===== src/design/pcv_pkg.sv =====
`timescale 1ns / 1ps
// ----------------------------------------------------------------------------
// pcv_pkg
// Shared types and constants of the packet checksum verifier: packet byte
// positions, the input item and the result item.
// ----------------------------------------------------------------------------
package pcv_pkg;

    // width of the in-packet byte counter (header plus up to 255 payload bytes)
    localparam int unsigned POS_W = 9;

    // byte positions inside a packet
    localparam logic [POS_W-1:0] POS_ID       = 9'd0;
    localparam logic [POS_W-1:0] POS_LENGTH   = 9'd1;
    localparam logic [POS_W-1:0] POS_STAMP_B0 = 9'd2;
    localparam logic [POS_W-1:0] POS_STAMP_B1 = 9'd3;
    localparam logic [POS_W-1:0] POS_STAMP_B2 = 9'd4;
    localparam logic [POS_W-1:0] POS_STAMP_B3 = 9'd5;
    localparam logic [POS_W-1:0] POS_SUM_LO   = 9'd6;
    localparam logic [POS_W-1:0] POS_SUM_HI   = 9'd7;

    // one received byte with its framing flag
    typedef struct packed {
        logic [7:0] rx_byte;
        logic       start_of_packet;
    } pcv_in_t;

    // one completed packet report
    typedef struct packed {
        logic [7:0]  packet_id;
        logic [7:0]  payload_length;
        logic [31:0] time_stamp;
        logic [15:0] computed_sum;
        logic        sum_ok;
    } pcv_res_t;

endpackage


===== src/design/pcv_rx_if.sv =====
`timescale 1ns / 1ps
// ----------------------------------------------------------------------------
// pcv_rx_if
// Byte stream channel into the verifier: valid/ready with one packet byte
// and its start flag.
// ----------------------------------------------------------------------------
interface pcv_rx_if;
    logic       valid;
    logic       ready;
    logic [7:0] rx_byte;
    logic       start_of_packet;

    modport source (output valid, output rx_byte, output start_of_packet, input ready);
    modport sink   (input valid, input rx_byte, input start_of_packet, output ready);
endinterface


===== src/design/pcv_res_if.sv =====
`timescale 1ns / 1ps
// ----------------------------------------------------------------------------
// pcv_res_if
// Result channel of the verifier: valid/ready with one packet report.
// ----------------------------------------------------------------------------
interface pcv_res_if;
    logic        valid;
    logic        ready;
    logic [7:0]  packet_id;
    logic [7:0]  payload_length;
    logic [31:0] time_stamp;
    logic [15:0] computed_sum;
    logic        sum_ok;

    modport source (
        output valid, output packet_id, output payload_length, output time_stamp,
        output computed_sum, output sum_ok, input ready
    );
    modport sink (
        input valid, input packet_id, input payload_length, input time_stamp,
        input computed_sum, input sum_ok, output ready
    );
endinterface


===== src/design/pcv_in_stage.sv =====
`timescale 1ns / 1ps
// ----------------------------------------------------------------------------
// pcv_in_stage
// Input register: holds one byte item until the framing core consumes it,
// and refills in the same cycle so bytes can stream back to back.
// ----------------------------------------------------------------------------
module pcv_in_stage
    import pcv_pkg::*;
(
    input  logic     clk,
    input  logic     rst_n,
    pcv_rx_if.sink   rx,
    input  logic     take,
    output logic     item_valid,
    output pcv_in_t  item
);

    logic    valid_reg;
    logic    valid_next;
    pcv_in_t data_reg;
    logic    load;

    // accept when empty or when the held item leaves this cycle
    assign rx.ready = !valid_reg || take;
    assign load     = rx.valid && rx.ready;

    always_comb
    begin
        valid_next = valid_reg;
        if (load)
        begin
            valid_next = 1'b1;
        end
        else if (take)
        begin
            valid_next = 1'b0;
        end
    end

    always_ff @(posedge clk or negedge rst_n)
    begin
        if (!rst_n)
        begin
            valid_reg <= 1'b0;
        end
        else
        begin
            valid_reg <= valid_next;
        end
    end

    // payload capture
    always_ff @(posedge clk)
    begin
        if (load)
        begin
            data_reg.rx_byte         <= rx.rx_byte;
            data_reg.start_of_packet <= rx.start_of_packet;
        end
    end

    assign item_valid = valid_reg;
    assign item       = data_reg;

endmodule


===== src/design/pcv_frame_core.sv =====
`timescale 1ns / 1ps
// ----------------------------------------------------------------------------
// pcv_frame_core
// Packet framing and running sums: takes one byte item per cycle while
// the result register is free, captures header fields, updates the two
// wrapping 8-bit sums and raises a report on the last byte of a packet.
// ----------------------------------------------------------------------------
module pcv_frame_core
    import pcv_pkg::*;
(
    input  logic      clk,
    input  logic      rst_n,
    input  logic      item_valid,
    input  pcv_in_t   item,
    input  logic      out_free,
    output logic      take,
    output logic      res_valid,
    output pcv_res_t  res
);

    logic             in_frame_reg,  in_frame_next;
    logic [POS_W-1:0] pos_reg,       pos_next;
    logic [7:0]       sum1_reg,      sum1_next;
    logic [7:0]       sum2_reg,      sum2_next;
    logic [7:0]       id_reg,        id_next;
    logic [7:0]       length_reg,    length_next;
    logic [31:0]      stamp_reg,     stamp_next;
    logic [15:0]      rx_sum_reg,    rx_sum_next;

    logic             frame_eff;
    logic [POS_W-1:0] pos_eff;
    logic [7:0]       sum1_eff;
    logic [7:0]       sum2_eff;
    logic [7:0]       sum1_add;
    logic [7:0]       sum2_add;
    logic             covered;
    logic             done;
    logic [7:0]       b;

    // an item moves on whenever the result register can take a report
    assign take = item_valid && out_free;
    assign b    = item.rx_byte;

    // a start flag restarts framing and clears the sums
    assign frame_eff = item.start_of_packet || in_frame_reg;
    assign pos_eff   = item.start_of_packet ? POS_ID : pos_reg;
    assign sum1_eff  = item.start_of_packet ? 8'd0 : sum1_reg;
    assign sum2_eff  = item.start_of_packet ? 8'd0 : sum2_reg;

    // fletcher style sums, wrapping modulo 256
    assign covered  = (pos_eff != POS_SUM_LO) && (pos_eff != POS_SUM_HI);
    assign sum1_add = sum1_eff + b;
    assign sum2_add = sum2_eff + sum1_add;

    // last byte: checksum high byte plus length payload bytes
    assign done = (pos_eff >= POS_SUM_HI)
               && (pos_eff == (POS_SUM_HI + {1'b0, length_reg}));

    // field capture and next state
    always_comb
    begin
        in_frame_next = in_frame_reg;
        pos_next      = pos_reg;
        sum1_next     = sum1_reg;
        sum2_next     = sum2_reg;
        id_next       = id_reg;
        length_next   = length_reg;
        stamp_next    = stamp_reg;
        rx_sum_next   = rx_sum_reg;
        res_valid     = 1'b0;

        if (take && frame_eff)
        begin
            sum1_next = covered ? sum1_add : sum1_eff;
            sum2_next = covered ? sum2_add : sum2_eff;

            unique case (pos_eff)
                POS_ID:       id_next           = b;
                POS_LENGTH:   length_next       = b;
                POS_STAMP_B0: stamp_next        = {24'd0, b};
                POS_STAMP_B1: stamp_next[15:8]  = b;
                POS_STAMP_B2: stamp_next[23:16] = b;
                POS_STAMP_B3: stamp_next[31:24] = b;
                POS_SUM_LO:   rx_sum_next[7:0]  = b;
                POS_SUM_HI:   rx_sum_next[15:8] = b;
                default:      ;
            endcase

            if (done)
            begin
                in_frame_next = 1'b0;
                pos_next      = POS_ID;
                res_valid     = 1'b1;
            end
            else
            begin
                in_frame_next = 1'b1;
                pos_next      = pos_eff + 1'b1;
            end
        end
    end

    // report fields built from the updated state
    always_comb
    begin
        res.packet_id      = id_next;
        res.payload_length = length_next;
        res.time_stamp     = stamp_next;
        res.computed_sum   = {sum2_next, sum1_next};
        res.sum_ok         = ({sum2_next, sum1_next} == rx_sum_next);
    end

    always_ff @(posedge clk or negedge rst_n)
    begin
        if (!rst_n)
        begin
            in_frame_reg <= 1'b0;
            pos_reg      <= POS_ID;
            sum1_reg     <= 8'd0;
            sum2_reg     <= 8'd0;
            id_reg       <= 8'd0;
            length_reg   <= 8'd0;
            stamp_reg    <= 32'd0;
            rx_sum_reg   <= 16'd0;
        end
        else
        begin
            in_frame_reg <= in_frame_next;
            pos_reg      <= pos_next;
            sum1_reg     <= sum1_next;
            sum2_reg     <= sum2_next;
            id_reg       <= id_next;
            length_reg   <= length_next;
            stamp_reg    <= stamp_next;
            rx_sum_reg   <= rx_sum_next;
        end
    end

endmodule


===== src/design/pcv_out_stage.sv =====
`timescale 1ns / 1ps
// ----------------------------------------------------------------------------
// pcv_out_stage
// Result register: holds one packet report until the sink takes it, and
// reloads in the same cycle the previous report leaves.
// ----------------------------------------------------------------------------
module pcv_out_stage
    import pcv_pkg::*;
(
    input  logic      clk,
    input  logic      rst_n,
    input  logic      load,
    input  pcv_res_t  res,
    output logic      out_free,
    pcv_res_if.source result
);

    logic     valid_reg;
    logic     valid_next;
    pcv_res_t data_reg;

    // free when empty or draining this cycle
    assign out_free = !valid_reg || result.ready;

    always_comb
    begin
        valid_next = valid_reg;
        if (load)
        begin
            valid_next = 1'b1;
        end
        else if (result.ready)
        begin
            valid_next = 1'b0;
        end
    end

    always_ff @(posedge clk or negedge rst_n)
    begin
        if (!rst_n)
        begin
            valid_reg <= 1'b0;
        end
        else
        begin
            valid_reg <= valid_next;
        end
    end

    // report capture
    always_ff @(posedge clk)
    begin
        if (load)
        begin
            data_reg <= res;
        end
    end

    assign result.valid          = valid_reg;
    assign result.packet_id      = data_reg.packet_id;
    assign result.payload_length = data_reg.payload_length;
    assign result.time_stamp     = data_reg.time_stamp;
    assign result.computed_sum   = data_reg.computed_sum;
    assign result.sum_ok         = data_reg.sum_ok;

endmodule


===== src/design/packet_checksum_verifier_unit.sv =====
`timescale 1ns / 1ps
// Packet checksum verifier. Bytes of a received packet enter on rx in wire
// order (id, length, four timestamp bytes least significant first, checksum
// low then high, then length payload bytes); start_of_packet on a byte makes
// it the id of a new packet and drops any partial one. Bytes outside a packet
// are dropped. Two 8-bit sums wrap modulo 256 over every byte but the two
// checksum bytes, and on the last byte one report leaves on result with the
// header fields, the computed checksum (second sum high, first sum low) and
// sum_ok. One byte is taken every clock cycle; a byte passes the input
// register and the framing logic, and its report is loaded into the result
// register as the byte leaves the input register and is offered from there.
// Input stalls only while the result register holds a report the sink has
// not taken.
// ----------------------------------------------------------------------------
// packet_checksum_verifier_unit
// Top level: input register, framing and sum core, result register.
// ----------------------------------------------------------------------------
module packet_checksum_verifier_unit
    import pcv_pkg::*;
(
    input  logic      clk,
    input  logic      rst_n,
    pcv_rx_if.sink    rx,
    pcv_res_if.source result
);

    logic     take;
    logic     item_valid;
    pcv_in_t  item;
    logic     out_free;
    logic     res_valid;
    pcv_res_t res;

    // byte input register
    pcv_in_stage u_in_stage (
        .clk        (clk),
        .rst_n      (rst_n),
        .rx         (rx),
        .take       (take),
        .item_valid (item_valid),
        .item       (item)
    );

    // framing and running sums
    pcv_frame_core u_frame_core (
        .clk        (clk),
        .rst_n      (rst_n),
        .item_valid (item_valid),
        .item       (item),
        .out_free   (out_free),
        .take       (take),
        .res_valid  (res_valid),
        .res        (res)
    );

    // report register
    pcv_out_stage u_out_stage (
        .clk      (clk),
        .rst_n    (rst_n),
        .load     (res_valid),
        .res      (res),
        .out_free (out_free),
        .result   (result)
    );

endmodule


===== src/flat_wrapper.sv =====
// flat-port wrapper written by rule: the top's interface ports become plain ports
module packet_checksum_verifier_unit_flat import pcv_pkg::*;
  (clk, rst_n, rx_valid, rx_rx_byte, rx_start_of_packet, rx_ready, result_valid, result_packet_id, result_payload_length, result_time_stamp, result_computed_sum, result_sum_ok, result_ready);
  pcv_rx_if rx_i ();
  pcv_res_if result_i ();
  input  logic clk;
  input  logic rst_n;
  input wire logic [$bits(rx_i.valid)-1:0] rx_valid;
  input wire logic [$bits(rx_i.rx_byte)-1:0] rx_rx_byte;
  input wire logic [$bits(rx_i.start_of_packet)-1:0] rx_start_of_packet;
  output wire logic [$bits(rx_i.ready)-1:0] rx_ready;
  output wire logic [$bits(result_i.valid)-1:0] result_valid;
  output wire logic [$bits(result_i.packet_id)-1:0] result_packet_id;
  output wire logic [$bits(result_i.payload_length)-1:0] result_payload_length;
  output wire logic [$bits(result_i.time_stamp)-1:0] result_time_stamp;
  output wire logic [$bits(result_i.computed_sum)-1:0] result_computed_sum;
  output wire logic [$bits(result_i.sum_ok)-1:0] result_sum_ok;
  input wire logic [$bits(result_i.ready)-1:0] result_ready;
  assign rx_i.valid = rx_valid;
  assign rx_i.rx_byte = rx_rx_byte;
  assign rx_i.start_of_packet = rx_start_of_packet;
  assign rx_ready = rx_i.ready;
  assign result_valid = result_i.valid;
  assign result_packet_id = result_i.packet_id;
  assign result_payload_length = result_i.payload_length;
  assign result_time_stamp = result_i.time_stamp;
  assign result_computed_sum = result_i.computed_sum;
  assign result_sum_ok = result_i.sum_ok;
  assign result_i.ready = result_ready;
  packet_checksum_verifier_unit u_core (.clk(clk), .rst_n(rst_n), .rx(rx_i), .result(result_i));
endmodule

===== config.mk =====
export PLATFORM = sky130hd
export DESIGN_NAME = packet_checksum_verifier_unit_flat
export DESIGN_NICKNAME = d
export VERILOG_FILES = /design/src/design/pcv_pkg.sv /design/src/design/pcv_rx_if.sv /design/src/design/pcv_res_if.sv /design/src/design/pcv_in_stage.sv /design/src/design/pcv_frame_core.sv /design/src/design/pcv_out_stage.sv /design/src/design/packet_checksum_verifier_unit.sv /design/src/flat_wrapper.sv
export SDC_FILE = /design/constraint.sdc
export NUM_CORES = 1
export LEC_CHECK = 0
export BUFFER_PORTS_ARGS = -buffer_cell sky130_fd_sc_hd__buf_4
export CAP_MARGIN = 10
export CORE_UTILIZATION = 50
export CTS_CLUSTER_SIZE = 14
export DETAILED_ROUTE_END_ITERATION = 6
export PLACE_DENSITY = 0.81
export SLEW_MARGIN = 20
export SYNTH_ARGS = -nofsm -noshare
export SYNTH_HDL_FRONTEND = slang
export SYNTH_SLANG_ARGS = --single-unit

===== constraint.sdc =====
create_clock -name clk -period 4.5 [get_ports clk]
set_input_delay 0.45 -clock clk [delete_from_list [all_inputs] [get_ports clk]]
set_output_delay 0.45 -clock clk [all_outputs]
set_load 0.03 [all_outputs]

## Word-level counts from Yosys, hierarchy flattened

Index checks and enable logic that the tools add are counted.

- Add/subtract/negate cells: 4
- Order comparisons: 1
- Equality and inequality tests: 11
- Multiplexer cells: 27
- Reduce and logical (&&, ||, !) cells: 13

Operator list:

| cell | number |
|---|---|
| $mux W8 | 13 |
| $pmux W8 S2 | 3 |
| $eq A9 B3 Y1 const B | 4 |
| $mux W32 | 1 |
| $eq A9 B2 Y1 const B | 2 |
| $mux W9 | 2 |
| $ne A9 B3 Y1 const B | 2 |
| $add A8 B8 Y8 | 2 |
| $eq A16 B16 Y1 | 1 |
| $mux W16 | 1 |
| $add A3 B8 Y9 const A | 1 |
| $add A9 B1 Y9 const B | 1 |
| $eq A9 B1 Y1 const B | 1 |
| $eq A9 B9 Y1 | 1 |
| $ge A9 B3 Y1 const B | 1 |
| $logic_not A9 Y1 | 1 |
| $mux W1 | 7 |
| $logic_and A1 B1 Y1 | 5 |
| $reduce_bool A2 Y1 | 2 |
| $logic_or A1 B1 Y1 | 3 |
| $logic_not A1 Y1 | 2 |

- Bits in registers: 166
- Bits of input ports: 13
- Output and inout bits: 67
- Logic and storage cells: 73

## Logic depth before layout (Yosys ltp)

Gate-level depths: netlist of the first run.

- Depth after elaboration: 6
- Mapped depth: 21
- Depth with buffers taken out: 18

## By module

Synthesis of the first run repeated with hierarchy kept, for this count alone.

- Cell total of the unflattened synthesis: 611
- Area total of the unflattened synthesis: 7643.6 um^2

By module, submodules not included:

| module | times used | cells each | area each (um^2) | sequential area each (um^2) |
|---|---|---|---|---|
| pcv_frame_core | 1 | 530 | 5320.1 | 2252.2 |
| pcv_out_stage | 1 | 68 | 1999.4 | 1976.9 |
| pcv_in_stage | 1 | 13 | 324.1 | 295.3 |

## Least setup slack after synthesis of the first run

OpenSTA, ideal clock, no wires.

- Path type: register -> register
- Start point: register u_core.u_in_stage.data_reg, in the netlist u_core.u_in_stage.item[0]
- End point: register u_core.u_out_stage.data_reg, in the netlist u_core.u_out_stage.result.sum_ok (data pin)
- Library setup time: 0.190 ns
- Arrival time: 4.644 ns
- Required time: 4.310 ns
- Setup slack: -0.335 ns
- Cell stages (with the launch flop): 22
- Buffers on the path: 3
- Clock period less this slack: 4.835 ns
- Path through: edfxtp_1 buf_2 buf_1 clkbuf_1 nor2b_1 ha_1 inv_1 fa_1 inv_1 maj3_1 a211oi_1 xnor2_1 ha_1 nand3_1 o211ai_1 nor4_1 nor3_1 xnor2_1 xnor3_1 a22o_1 or3_1 a2111oi_2

RTL lines:

| element | line | source |
|---|---|---|
| from (decl) | pcv_in_stage.sv:20 | `pcv_in_t data_reg;` |
| to (signal assigned) | pcv_out_stage.sv:55 | `data_reg <= res;` |
| to (decl) | pcv_out_stage.sv:20 | `pcv_res_t data_reg;` |

==> results of run 1 <==
[layout make-up]
cell class | count | area (µm²) | area share (%)
clock buffer | 20 | 447 | 5.09
clock inverter | 12 | 119 | 1.36
inverter | 16 | 60.1 | 0.685
multi-input combinational | 363 | 2670 | 30.4
sequential | 166 | 4520 | 51.6
tap | 180 | 225 | 2.57
timing repair buffer | 95 | 726 | 8.28
[repair_timing]
| action | CTS | global route |
|---|---|---|
| gates resized for setup | 0 | 10 |
| setup endpoints to repair | 0 | 1 |
| setup buffers | 0 | 1 |
[stage by stage]
step | instances | setup TNS (ns) | hold WS [ns] | util (%) | instance area, µm²
finish | 852 | 0 | 0.0499 | 62.5 | 8770
global route | 852 | -0.0292 | 0.116 | 62.5 | 8770
CTS | 851 | 0 | 0.0700 | 62.1 | 8720
detailed placement | 819 | 0 | 0.482 | 58.1 | 8150
global placement | 819 | 0 | 0.477 | 58.1 | 8150
floorplan | 567 | 0 | 0.154 | - | 7310
[cell usage after synthesis (2+ instances only)]
cell,n
a211oi_1,3
a21boi_0,2
a21o_1,2
a21oi_1,14
a22o_1,11
and2_1,3
and3_1,15
buf_2,2
clkbuf_1,18
dfrtp_1,92
edfxtp_1,74
fa_1,2
ha_1,16
inv_1,16
mux2_2,45
mux2_4,2
nand2_1,61
nand2b_1,8
nand3_1,14
nand4_1,2
nor2_1,18
nor2b_1,23
nor3_1,8
nor4_1,2
o211ai_1,3
o21a_1,2
o21ai_0,36
o22ai_1,4
o31ai_1,2
or2_2,3
or3_1,5
xnor2_1,16
xnor3_1,2
xor2_1,19
[worst max-delay path, cell delays in order (launching register included)]
cell and delay, ns:
edfxtp_1 0.42, nor2b_1 0.14, ha_2 0.20, inv_2 0.04
fa_2 0.41, buf_4 0.16, xnor2_1 0.19, xnor2_1 0.13
ha_1 0.37, nand2b_1 0.10, a21oi_2 0.17, xor2_1 0.10
mux2_4 0.28, xor2_1 0.18, nor4_1 0.20, nand4_1 0.20
or4b_1 0.57, a2111oi_4 0.29
[power by group through the flow]
stage / combinational [mW] / clock (mW) / sequential, mW
after floorplan: 1.00 / 0 / 2.09
after global placement: 1.21 / 0 / 2.12
after detailed placement: 1.27 / 0 / 2.14
after CTS: 1.28 / 1.40 / 2.12
after global routing: 1.46 / 1.46 / 2.15
final: 1.32 / 1.38 / 2.12
[path summary, 6_finish.rpt]
| path | startpoint | cells past startpoint | end |
|---|---|---|---|
| setup / recovery | u_core.u_in_stage.item[0] | 17 | u_core.u_out_stage.result.sum_ok |
| hold / removal | rst_n | 1 | u_core.u_frame_core.id_reg[5] |
| setup reg to reg | u_core.u_in_stage.item[0] | 17 | u_core.u_out_stage.result.sum_ok |
| hold reg to reg | u_core.u_frame_core.id_reg[2] | 1 | u_core.u_frame_core.id_reg[2] |
| max in group asynchronous | rst_n | 2 | u_core.u_frame_core.length_reg[6] |
| min in group clk | rx_rx_byte[2] | 1 | u_core.u_in_stage.item[3] |
[per-layer routing]
metal,up-vias,routed length (µm)
li1,2204,-
met1,2420,6910
met2,199,7590
met3,43,1030
met4,0,546
met5,-,0
[cell families after synthesis]
logic type,Yosys count,synth area share [%]
AO/OA/AOI/OAI,88,8.01
XOR/XNOR,37,4.82
adder cells (fa/ha/maj),20,3.58
buffers and inverters,38,2.09
flip-flops,166,62.0
multiplexers,47,7.35
AND/OR/NAND/NOR,171,12.2
==> flow_summary.json, run 1 <==
{
  "status": "finished, final reports clean",
  "synth_seq_cells": 166,
  "post-route-period-util_pct": 96.5,
  "fmax_ghz": 0.230,
  "firstDrtPassIters": 5,
  "top_usage_layer": "met2",
  "wl_mm": 16.1,
  "internal_power_mw": 3.35,
  "yosys_warnings": 0,
  "hold_viol_final": 0,
  "powerDensity_mw_per_mm2": 550,
  "grt_max_degree": 54,
  "rsz0062_at_grt": "true",
  "synth_edf_count": 74,
  "setup_viol": 0,
  "grt_pass1_wl_mm": 24.9,
  "htree_levels": 4,
  "clock_skew_ns": 0.0113,
  "synthArstFlopShare_pct": 55.4,
  "cap_violations": 0,
  "yosysSeqAreaShare_pct": 62.0,
  "start_util_pct": 52.0,
  "final_cell_mix": "buf_4, dfrtp_1, edfxtp_1",
  "dieArea_mm2": 0.0151,
  "antenna_cells": 0,
  "layout_setup_ws_ns": 0.158,
  "cts_tree": "yes",
  "synth_cell_type_count": 56,
  "die_y_um": 123,
  "clock-sinks": 166,
  "seqPwrFrac_pct": 44.0,
  "slew_headroom_pct": 41.4,
  "grt_usage_pct": 22.7,
  "crit_path_start_kind": "flop",
  "drc_errors": 0,
  "nets": 690,
  "clkPwrFrac_pct": 28.7,
  "drv_slew": 0,
  "final_common_cell": "buf_4",
  "leakagePower_nw": 3.73,
  "die_x_um": 123,
  "ir_drop_mv": 0.321,
  "grt_use_met1_pct": 30.6,
  "dpl_worst_slack_ns": 0.122,
  "switching_share_pct": 30.6,
  "avgSynthCellArea_um2": 12.9,
  "netlist.area_leader.share_pct": 31.5,
  "vias": 4866,
  "required_ns": 4.74,
  "syn_inst": 567,
  "switching_power_mw": 1.48,
  "netlist_area_mm2": 0.00730,
  "hpwlAfterDp_mm": 10.8,
  "period_needed_ns": 4.34,
  "clkTransAtPathRegs_ns": 0.07,
  "pwr-share-comb_pct": 27.3,
  "gr-total-overflow": 0,
  "drive_above_1_share_pct": 28.7,
  "met2_usage_pct": 34.6,
  "tightest_slew_ns": 0.879,
  "final.fill_count": 1044,
  "clk-insertion-delay-late_ns": 0.43,
  "area_growth_pct": 20.2,
  "gp_congestion": 0.888,
  "root_buffer": "clkbuf_16",
  "arrival_ns": 4.58,
  "routedWlPerCell_um": 18.9,
  "pin_count": 80,
  "synth_ff_type": "dfrtp_1",
  "via_per_inst": 5.71,
  "cts_hold_buffers": 0,
  "synth_area_leader_cell": "dfrtp_1",
  "core_mm2": 0.0140,
  "power_mw": 4.83,
  "cts_max_path_buffers": 2,
  "path_max_fanout": 4,
  "reg2reg_slack_ns": 0.16,
  "grt_pass1_vias": 4655,
  "endpoint_kind": "flop",
  "numPortBuffers": 79,
  "cts_buffers": 17,
  "antenna_found_initial": 0,
  "ant_nets": 0,
  "met3_usage_pct": 4.97,
  "drt_iter0_drc": 406,
  "syn-num-nets": 598,
  "yosys-top-cells-area": "dfrtp_1, edfxtp_1, mux2_2",
  "worstSetupPathType": "reg2reg",
  "hold_path_class": "in2async",
  "rows": 43
}
Power figures use the tool's default switching activity.
==> run 2, diff against run 1 <==
--- a/config.mk
+++ b/config.mk
@@ -7,6 +7,7 @@
 export LEC_CHECK = 0
 export BUFFER_PORTS_ARGS = -buffer_cell sky130_fd_sc_hd__buf_4
 export CAP_MARGIN = 10
+export CORE_MARGIN = 2
 export CORE_UTILIZATION = 50
 export CTS_CLUSTER_SIZE = 14
 export DETAILED_ROUTE_END_ITERATION = 6
==> run 2 against run 1 <==
Compared with the run above: worst hold slack better by 0.14 ns; first-iteration DRC count is 13% higher; routed wire length grew 4.1%; final cell count increased by 1.1%; worst setup slack lost 0.026 ns; maximum frequency decreased by 0.60%; largest power group unchanged; register-to-register slack worse by 0.03 ns; critical path type unchanged.
==> flow_summary.json, run 2 (synthesis gave the netlist of run 1 again) <==
{
  "drt_iter0_drc": 460,
  "numPortBuffers": 79,
  "clock-sinks": 166,
  "post-route-period-util_pct": 97.1,
  "tightest_slew_ns": 0.964,
  "ir_drop_mv": 0.304,
  "slowest_stage": "edfxtp_1",
  "rows": 44,
  "core_mm2": 0.0144,
  "clkTransAtPathRegs_ns": 0.07,
  "die_y_um": 125,
  "final_cell_mix": "buf_4, dfrtp_1, edfxtp_1",
  "arrival_ns": 4.62,
  "final_util_pct": 62.0,
  "drc_errors": 0,
  "dieArea_mm2": 0.0156,
  "path_max_fanout": 4,
  "leakagePower_nw": 3.79,
  "antenna_cells": 0,
  "pin_count": 80,
  "min_to": "u_core.u_in_stage.item[8]",
  "fmax_ghz": 0.229,
  "rsz0062_at_grt": "true",
  "cts_tree": "yes",
  "area_growth_pct": 22.0,
  "path_delay_family": "simple AND/OR/NAND/NOR gates",
  "final-instance-count-excl-fill": 861,
  "path_cells": "nor2b_1 -> ha_1 -> a21o_1 -> maj3_2 -> o211ai_2 -> o311ai_2 -> nor3_2 -> nor2_1 -> ha_1 -> nor3_1 -> nor3_2 -> xnor2_1 -> xnor3_1 -> a22o_1 -> or3_4 -> a2111oi_4",
  "layout_setup_ws_ns": 0.132,
  "via_per_inst": 5.73,
  "hpwlAfterDp_mm": 11.0,
  "firstDrtPassIters": 5,
  "hold_path_class": "in2reg",
  "rr_startpoint": "u_core.u_in_stage.item[0]",
  "setup_viol": 0,
  "cap_violations": 0,
  "path_buf_inv": 0,
  "gr-total-overflow": 0,
  "critPathLaunch": "u_core.u_in_stage.item[0]",
  "drv_slew": 0,
  "nets": 695,
  "power_mw": 4.99,
  "gp_congestion": 0.924,
  "root_buffer": "clkbuf_16",
  "cts_max_path_buffers": 2,
  "hold_viol_final": 0,
  "grt_pass1_vias": 5068,
  "min-delay-start": "rx_rx_byte[7]",
  "final_common_cell": "buf_4",
  "design_area_mm2": 0.00891,
  "timing.rr.end": "u_core.u_out_stage.result.sum_ok",
  "drive_above_1_share_pct": 30.0,
  "endpoint_kind": "flop",
  "clk-insertion-delay-late_ns": 0.43,
  "placedCellCount": 825,
  "grt_usage_pct": 21.8,
  "vias": 4936,
  "period_needed_ns": 4.37,
  "rr_worst_depth": 16,
  "wl_mm": 16.7,
  "cts_buffers": 17,
  "crit_path_start_kind": "flop",
  "fin_setup_tns_ns": 0,
  "htree_levels": 4,
  "antenna_found_initial": 0,
  "required_ns": 4.75,
  "powerDensity_mw_per_mm2": 560,
  "grt_pass1_wl_mm": 26.3,
  "holdWs_ns": 0.190,
  "status": "finished, final reports clean",
  "post_dp_cell_area_mm2": 0.00819,
  "start_util_pct": 50.8,
  "slew_headroom_pct": 35.5,
  "max_stage_delay_ns": 0.45,
  "dpl_worst_slack_ns": -0.0343,
  "hold_depth": 1,
  "worstSetupPathType": "reg2reg",
  "ant_nets": 0,
  "die_x_um": 125,
  "routedWlPerCell_um": 19.4,
  "reg2reg_slack_ns": 0.13,
  "grt_max_degree": 56,
  "clock_skew_ns": 0.00992,
  "final.fill_count": 1020
}
-- run 2: where the power goes --
group	internal (mW)	switching, mW	leakage, nW
Sequential	1.96	0.172	1.85
Clock	0.834	0.628	0.288
Combinational	0.640	0.763	1.65
Total	3.43	1.56	3.79
-- run 2: worst max path at each step --
stage	end	slack (ns)	cells after the start
2_1_floorplan	u_core.u_out_stage.result.sum_ok	0.009	21
3_3_place_gp	u_core.u_out_stage.result.sum_ok	0.20	18
3_5_place_dp	u_core.u_out_stage.result.sum_ok	-0.03	18
4_1_cts	u_core.u_out_stage.result.sum_ok	0.009	18
5_1_grt	u_core.u_out_stage.result.sum_ok	-0.05	16
6_report	u_core.u_out_stage.result.sum_ok	0.13	16
-- run 2: what timing repair did --
action | CTS | global route
pin swaps | 4 | 13
endpoints found under the hold margin | 25 | 0
buffers inserted | 1 | 2
resized for setup | 1 | 20
hold buffers | 1 | 0
setup endpoints to repair | 1 | 1
cloned | 0 | 0
-- run 2: layout make-up --
cell class | instances | area, µm² | share of cell area (%)
repair buffers | 100 | 782 | 8.78
clock inverters | 14 | 168 | 1.88
inverters | 16 | 60.1 | 0.674
well taps | 184 | 230 | 2.58
clock buffers | 18 | 429 | 4.82
flip-flops and latches | 166 | 4520 | 50.8
multi-input cells | 363 | 2710 | 30.5
-- run 2: per-layer routing --
metal / share of wire (%) / vias up / GRT usage, % / routed length (µm)
met5: 0 / - / 0 / 0
met1: 40 / 2452 / 27.0 / 6760
met4: 4.1 / 0 / 11.2 / 687
met3: 6.9 / 49 / 6.10 / 1150
met2: 49 / 215 / 34.9 / 8140
li1: - / 2220 / - / -
